--- src/assert_macros.svh ---
// Assertion macros used by the RTL top level.
`ifndef ASSERT_MACROS_SVH
`define ASSERT_MACROS_SVH

// Same-cycle implication, disabled during reset.
`define ASSERT_IMPL(lbl, ante, cons, msg) \
    lbl: assert property (@(posedge i_clk) disable iff (!i_rst_n) (ante) |-> (cons)) \
        else $error(msg);

// Next-cycle implication, disabled during reset.
`define ASSERT_NEXT(lbl, ante, cons, msg) \
    lbl: assert property (@(posedge i_clk) disable iff (!i_rst_n) (ante) |=> (cons)) \
        else $error(msg);

`endif

--- src/mamc_pkg.sv ---
// Package: types, codes and helper functions of the motion alarm mode controller.
package mamc_pkg;

    localparam int TIME_W = 16;
    localparam int CFG_IDX_W = 1;

    localparam logic [CFG_IDX_W-1:0] CFG_SELFTEST_TIME = 1'b0;
    localparam logic [CFG_IDX_W-1:0] CFG_ALERT_TIME    = 1'b1;

    localparam logic [TIME_W-1:0] SELFTEST_TIME_RST = 16'd3000;
    localparam logic [TIME_W-1:0] ALERT_TIME_RST    = 16'd10000;

    typedef enum logic [2:0] {
        MODE_SELFTEST = 3'd0,
        MODE_IDLE     = 3'd1,
        MODE_ALERT    = 3'd2,
        MODE_PIRFAULT = 3'd3,
        MODE_NETDOWN  = 3'd4,
        MODE_BOTH     = 3'd5,
        MODE_OFF      = 3'd6
    } t_mode;

    typedef enum logic [2:0] {
        LED_BOOT     = 3'd0,
        LED_NORMAL   = 3'd1,
        LED_NETFAULT = 3'd2,
        LED_PIRFAULT = 3'd3,
        LED_BOTH     = 3'd4,
        LED_OFF      = 3'd5
    } t_led;

    typedef struct packed {
        logic [7:0] elapsed_ms;
        logic       short_press;
        logic       long_press;
        logic       motion_seen;
        logic       sensor_fault;
        logic       net_up;
    } t_in_item;

    typedef struct packed {
        logic [2:0] led_status;
        logic       alert_on;
        logic       powered;
        logic [2:0] mode_code;
    } t_out_item;

    typedef struct packed {
        logic [TIME_W-1:0] selftest_time_ms;
        logic [TIME_W-1:0] alert_time_ms;
    } t_cfg;

    typedef struct packed {
        logic  power_flag;
        t_mode mode;
    } t_mode_state;

    function automatic t_mode health_mode(input logic fault, input logic net);
        t_mode m;
        if (fault && !net) begin
            m = MODE_BOTH;
        end else if (fault) begin
            m = MODE_PIRFAULT;
        end else if (!net) begin
            m = MODE_NETDOWN;
        end else begin
            m = MODE_IDLE;
        end
        return m;
    endfunction

    function automatic t_led led_of_mode(input t_mode m);
        t_led l;
        case (m)
            MODE_SELFTEST: l = LED_BOOT;
            MODE_IDLE:     l = LED_NORMAL;
            MODE_ALERT:    l = LED_NORMAL;
            MODE_PIRFAULT: l = LED_PIRFAULT;
            MODE_NETDOWN:  l = LED_NETFAULT;
            MODE_BOTH:     l = LED_BOTH;
            default:       l = LED_OFF;
        endcase
        return l;
    endfunction

endpackage

--- src/mamc_cfg.sv ---
// Configuration register file: self-test and alert durations.
module mamc_cfg
    import mamc_pkg::*;
(
    input  logic                 i_clk,
    input  logic                 i_rst_n,
    input  logic                 i_we,
    input  logic [CFG_IDX_W-1:0] i_idx,
    input  logic [TIME_W-1:0]    i_data,
    output t_cfg                 o_cfg
);

    t_cfg r_cfg;

    always_ff @(posedge i_clk) begin
        if (!i_rst_n) begin
            r_cfg.selftest_time_ms <= SELFTEST_TIME_RST;
            r_cfg.alert_time_ms    <= ALERT_TIME_RST;
        end else if (i_we) begin
            unique case (i_idx)
                CFG_SELFTEST_TIME: r_cfg.selftest_time_ms <= i_data;
                CFG_ALERT_TIME:    r_cfg.alert_time_ms    <= i_data;
                default: ;
            endcase
        end
    end

    assign o_cfg = r_cfg;

endmodule

--- src/mamc_mode.sv ---
// Mode state machine: power flag, mode, time-in-mode counter and result logic.
module mamc_mode
    import mamc_pkg::*;
(
    input  logic        i_clk,
    input  logic        i_rst_n,
    input  logic        i_step,
    input  t_in_item    i_item,
    input  t_cfg        i_cfg,
    output t_out_item   o_result,
    output t_mode_state o_state
);

    logic              r_power;
    t_mode             r_mode;
    logic [TIME_W-1:0] r_time;

    logic              n_power;
    t_mode             n_mode;
    logic [TIME_W-1:0] n_time;

    logic [TIME_W:0]   time_sum;
    logic [TIME_W-1:0] time_sat;
    t_mode             mode_a;
    logic [TIME_W-1:0] time_a;
    t_mode             hmode;

    always_ff @(posedge i_clk) begin
        if (!i_rst_n) begin
            r_power <= 1'b1;
            r_mode  <= MODE_SELFTEST;
            r_time  <= '0;
        end else if (i_step) begin
            r_power <= n_power;
            r_mode  <= n_mode;
            r_time  <= n_time;
        end
    end

    always_comb begin
        time_sum = {1'b0, r_time} + {{(TIME_W-8+1){1'b0}}, i_item.elapsed_ms};
        time_sat = time_sum[TIME_W] ? {TIME_W{1'b1}} : time_sum[TIME_W-1:0];
        hmode    = health_mode(i_item.sensor_fault, i_item.net_up);

        n_power = r_power;
        mode_a  = r_mode;
        time_a  = time_sat;
        if (!i_item.long_press && i_item.short_press) begin
            n_power = !r_power;
            mode_a  = n_power ? MODE_SELFTEST : MODE_OFF;
            if (mode_a != r_mode) begin
                time_a = '0;
            end
        end

        n_mode = mode_a;
        if (n_power) begin
            unique case (mode_a) inside
                MODE_SELFTEST: begin
                    if (time_a >= i_cfg.selftest_time_ms) n_mode = MODE_IDLE;
                end
                MODE_IDLE: begin
                    n_mode = (hmode == MODE_IDLE && i_item.motion_seen) ? MODE_ALERT : hmode;
                end
                MODE_ALERT: begin
                    if (i_item.sensor_fault) begin
                        n_mode = MODE_PIRFAULT;
                    end else if (time_a >= i_cfg.alert_time_ms) begin
                        n_mode = hmode;
                    end
                end
                MODE_PIRFAULT, MODE_NETDOWN, MODE_BOTH: n_mode = hmode;
                default: n_mode = mode_a;
            endcase
        end
        n_time = (n_mode != mode_a) ? '0 : time_a;

        if (n_power) begin
            o_result.led_status = led_of_mode(n_mode);
            o_result.alert_on   = (n_mode == MODE_ALERT);
            o_result.powered    = 1'b1;
            o_result.mode_code  = n_mode;
        end else begin
            o_result.led_status = LED_OFF;
            o_result.alert_on   = 1'b0;
            o_result.powered    = 1'b0;
            o_result.mode_code  = MODE_OFF;
        end
    end

    assign o_state.power_flag = r_power;
    assign o_state.mode       = r_mode;

endmodule

--- src/motion_alarm_mode_controller.sv ---
// Top level of the motion alarm mode controller: input stage, mode logic, result stage.
//
//  channel | dir | handshake                 | payload
//  --------+-----+---------------------------+----------------------------
//  in      | in  | i_in_valid / o_in_ready   | i_in_data  (t_in_item)
//  out     | out | o_out_valid / i_out_ready | o_out_data (t_out_item)
//  cfg     | in  | i_cfg_we                  | i_cfg_idx, i_cfg_data
//
// One poll per cycle unless the output stalls; a beat passes the input register, then
// the mode update into the result register, which also updates the mode state.
// Reset is synchronous; config returns to 3000 / 10000 ms, power on, self-test.
// A stall on the output holds both stages; the input is ready while the input
// register is empty or moves on into the result register.
`include "assert_macros.svh"

module motion_alarm_mode_controller
    import mamc_pkg::*;
(
    input  logic                 i_clk,
    input  logic                 i_rst_n,
    input  logic                 i_in_valid,
    output logic                 o_in_ready,
    input  t_in_item             i_in_data,
    output logic                 o_out_valid,
    input  logic                 i_out_ready,
    output t_out_item            o_out_data,
    input  logic                 i_cfg_we,
    input  logic [CFG_IDX_W-1:0] i_cfg_idx,
    input  logic [TIME_W-1:0]    i_cfg_data
);

    logic        r_s1_valid;
    t_in_item    r_s1_data;
    logic        r_out_valid;
    t_out_item   r_out_data;

    logic        out_free;
    logic        s1_adv;
    logic        in_acc;
    t_cfg        cfg;
    t_out_item   result;
    t_mode_state mstate;

    assign out_free   = !r_out_valid || i_out_ready;
    assign s1_adv     = r_s1_valid && out_free;
    assign o_in_ready = !r_s1_valid || out_free;
    assign in_acc     = i_in_valid && o_in_ready;

    mamc_cfg u_cfg (
        .i_clk   (i_clk),
        .i_rst_n (i_rst_n),
        .i_we    (i_cfg_we),
        .i_idx   (i_cfg_idx),
        .i_data  (i_cfg_data),
        .o_cfg   (cfg)
    );

    mamc_mode u_mode (
        .i_clk    (i_clk),
        .i_rst_n  (i_rst_n),
        .i_step   (s1_adv),
        .i_item   (r_s1_data),
        .i_cfg    (cfg),
        .o_result (result),
        .o_state  (mstate)
    );

    always_ff @(posedge i_clk) begin
        if (!i_rst_n) begin
            r_s1_valid <= 1'b0;
        end else if (in_acc) begin
            r_s1_valid <= 1'b1;
        end else if (s1_adv) begin
            r_s1_valid <= 1'b0;
        end
    end

    always_ff @(posedge i_clk) begin
        if (in_acc) begin
            r_s1_data <= i_in_data;
        end
    end

    always_ff @(posedge i_clk) begin
        if (!i_rst_n) begin
            r_out_valid <= 1'b0;
        end else if (s1_adv) begin
            r_out_valid <= 1'b1;
        end else if (i_out_ready) begin
            r_out_valid <= 1'b0;
        end
    end

    always_ff @(posedge i_clk) begin
        if (s1_adv) begin
            r_out_data <= result;
        end
    end

    assign o_out_valid = r_out_valid;
    assign o_out_data  = r_out_data;

    `ASSERT_IMPL(a_off_mode, !mstate.power_flag, mstate.mode == MODE_OFF, "mode not off")
    `ASSERT_IMPL(a_on_mode, mstate.power_flag, mstate.mode != MODE_OFF, "mode off while on")
    `ASSERT_IMPL(a_alert_pwr, r_out_valid && r_out_data.alert_on, r_out_data.powered, "bad alert")
    `ASSERT_NEXT(a_s1_moves, s1_adv, r_out_valid, "advanced beat missing from result stage")

endmodule

--- config.mk ---
export PLATFORM = sky130hd
export DESIGN_NAME = motion_alarm_mode_controller
export DESIGN_NICKNAME = d
export VERILOG_FILES = /design/src/mamc_pkg.sv /design/src/mamc_cfg.sv /design/src/mamc_mode.sv /design/src/motion_alarm_mode_controller.sv
export VERILOG_INCLUDE_DIRS = /design/src /design/src/src
export SDC_FILE = /design/constraint.sdc
export NUM_CORES = 1
export LEC_CHECK = 0
export ABC_AREA = 1
export BUFFER_PORTS_ARGS = -buffer_cell sky130_fd_sc_hd__buf_2
export CAP_MARGIN = 20
export CORE_MARGIN = 4
export CORE_UTILIZATION = 35
export CTS_CLUSTER_DIAMETER = 50
export DETAILED_ROUTE_END_ITERATION = 6
export PLACE_DENSITY_LB_ADDON = 0.3
export SYNTH_ARGS = -nofsm -noshare
export SYNTH_HDL_FRONTEND = slang
export SYNTH_SLANG_ARGS = --single-unit
export TNS_END_PERCENT = 20
--- constraint.sdc ---
create_clock -name i_clk -period 3.8 [get_ports i_clk]
set_input_delay 0.76 -clock i_clk [delete_from_list [all_inputs] [get_ports i_clk]]
set_output_delay 0.76 -clock i_clk [all_outputs]
set_load 0.03 [all_outputs]
==> run metrics <==
# diodes 0; Async SR Flop Fraction 0%; clk slew on worst S/H paths 0.06 ns; Least-Margin Pin Slew 0.741 ns; drt first pass iters 4; Area growth syn-to-layout 30.2%; final slew viol count 0; Vias/cell 4.83; most common cell after layout, fill and taps aside nand2_1; global-route usage over all layers 15.7%; initial antenna violation count 0; main flop type after synthesis dfxtp_1; GPL Wtd Cong 0.903; first-pass GRT wire length 18,500 um; CP max-delay cell edfxtp_1; Setup CP Type reg -> reg; Final Setup Violations 0; Vias 4,151; status finished, final reports clean; Max VDD drop 0.000220 V; Power per Cell Area 386 mW/mm2; initial drt markers 262; reg2reg start r_s1_data[5]; Seq/Total Area, Yosys 38.1%; Yosys warning total 0; Startpoint Class flop; Port Buffer Count 44; post-synth net total 686; RSZ-0062 raised after global routing true; Max clock buf depth 2; Initial Util 35.7%; R2R cell count 32; worst reg-to-reg setup slack 0.02 ns; root buffer cell clkbuf_16; CP dominant cell by count nand2_2; Clock Sinks 75; CTS Buf Count 9; Post-synth EDFFs 21; Die Span Y 121 um; Post-Syn Instances 610; Hold Path End u_cfg.o_cfg[1]; Clock Latency Late Sink 0.34 ns; Die Area 0.0147 mm2; I/O Pins 45; Req. time, crit path 4.06 ns; post-layout util 46.5%; worst setup margin 0.0183 ns; Hold Path Class reg -> reg; top cell type's share of synthesized area 24.1%; num rows 41; fin crit period 3.78 ns; WHS 0.460 ns; Max-slew headroom 50.3%; crit path DAT 4.04 ns; CORE AREA 0.0126 mm2; max incr delay on CP 0.41 ns; Layout Nets 760; cell accounting for the most synthesized area dfxtp_1; Leakage 2.72 nW; placed cell count 834; Netlist Area Pre-Place 0.00449 mm2; HPWL after DPL 8230 um; largest net degree at the start of global routing 36; RR Endpoint u_mode.r_time[15]; Die X 121 um; Max Cap Viol 0; drt total wl 11,300 um; Synth area leaders dfxtp_1 (24%), edfxtp_1 (14%), nand2_1 (12%); fraction of layout cells with a size suffix above 1 29.4%; most frequent cells in the layout nand2_1 (119), inv_1 (76), a21oi_1 (55), dfxtp_1 (54), buf_2 (44); Worst setup EP type flop; pre-CTS setup slack -0.239 ns; Hold Crit Start u_cfg.o_cfg[1]; Non-Filler Instances 860; routed wire length per instance 13.2 um; register bit total from synthesis 75; Fmax achieved 264 MHz; post-detailed-route DRC marker count 0; # H-tree levels 3; syn_area_per_cell 7.36 um2; maximum fanout along the worst path 8; CTS tree done; GRT overflow 0; final worst-path cycle share 99.5%; Hold Crit Depth 2; vias in the first global route 3,960; Layout Skew 0.00792 ns; post-route ant nets 0; hold violation total from the final report 0; number of library cell types mapped by synthesis 36
-- power by group --
| group | switching [mW] | total, mW | internal [mW] |
|---|---|---|---|
| sequential | 0.0208 | 0.894 | 0.873 |
| combinational | 0.312 | 0.529 | 0.217 |
| clock | 0.322 | 0.835 | 0.513 |
-- worst max-delay path by stage --
stage	from	to	slack, ns	cells after the start
global route	r_s1_data[8]	u_mode.r_time[7]	-0.21	31
floorplan	r_s1_data[5]	u_mode.r_time[13]	0.25	32
detailed placement	r_s1_data[10]	o_out_data[6]	-0.24	24
finish	r_s1_data[5]	u_mode.r_time[15]	0.02	32
global placement	r_s1_data[11]	o_out_data[5]	-0.07	22
CTS	r_s1_data[8]	u_mode.r_time[2]	0.005	33
-- Yosys cell counts, types with 2 or more instances --
| cell type | instances |
|---|---|
| a21oi_1 | 63 |
| a21oi_2 | 2 |
| a31oi_1 | 2 |
| clkbuf_1 | 14 |
| dfxtp_1 | 54 |
| edfxtp_1 | 21 |
| ha_1 | 40 |
| inv_1 | 91 |
| inv_2 | 2 |
| nand2_1 | 147 |
| nand2_2 | 10 |
| nand2_4 | 3 |
| nand3_1 | 28 |
| nand3_2 | 2 |
| nand4_1 | 5 |
| nor2_1 | 43 |
| nor2_4 | 2 |
| nor3_1 | 5 |
| o211ai_1 | 14 |
| o21a_1 | 2 |
| o21ai_0 | 37 |
| or2_2 | 5 |
| xnor2_1 | 2 |
| xor2_1 | 4 |
-- final cells by class --
cell class                      instances  area, um2
Sequential cell                        75       1710
Tap cell                              172        215
Timing Repair Buffer                   80        536
Clock buffer                           14        285
Inverter                               94        358
Fill cell                            1200       6720
Clock inverter                          1       5.00
Multi-Input combinational cell        424       2740
-- per-layer routing --
metal,track usage (%),vias up,share of wire [%]
li1,-,2138,-
met1,20.4,1908,46
met2,25.1,82,48
met3,4.15,23,4.4
met4,5.81,0,2.1
met5,0,-,0
-- worst max-delay path, delay by kind of cell (launching register included) --
| family | cells | cell delay, ns |
|---|---|---|
| simple gates | 24 | 2.02 |
| buf+inv | 4 | 0.30 |
| compound gates | 1 | 0.13 |
| flops | 1 | 0.41 |
| fa+ha+maj | 3 | 0.83 |
-- flip-flops by register name, indices dropped and copies added (netlist names) --
name and flops:
r_s1_valid 1, u_mode.r_power 1, o_out_data 8, o_out_valid 1, u_mode.r_mode 3, u_cfg.o_cfg 32
r_s1_data 13, u_mode.r_time 16
-- cells by family (layout without fill, tap and decap cells) --
logic type	Yosys count	count (layout)	synth area share [%]
adders and majority gates	41	41	11.6
DFF	75	75	38.1
buffers and inverters	111	189	9.48
AOI/OAI and AO/OA	123	123	15.0
xor gates and xnor gates	6	6	1.17
and+or+nand+nor	254	254	24.6
-- through the flow --
step / setup TNS [ns] / total power, mW / instance area [um2]
6_report: 0 / 2.26 / 5850
5_1_grt: -3.33 / 2.38 / 5850
4_1_cts: 0 / 2.22 / 5460
3_5_place_dp: -3.50 / 1.34 / 5050
3_3_place_gp: -1.01 / 1.33 / 5050
2_1_floorplan: 0 / 1.20 / 4490
-- repair_timing --
item                                    4_1_cts  5_1_grt
hold buffers                                  0        0
pin swaps                                     7       34
setup buffers                                 2        8
cloned                                        1        0
endpoints found under the setup margin       22       22
hold endpoints to repair                      0        0
gates resized for setup                      26       86
(Power assumes the default switching activity.)
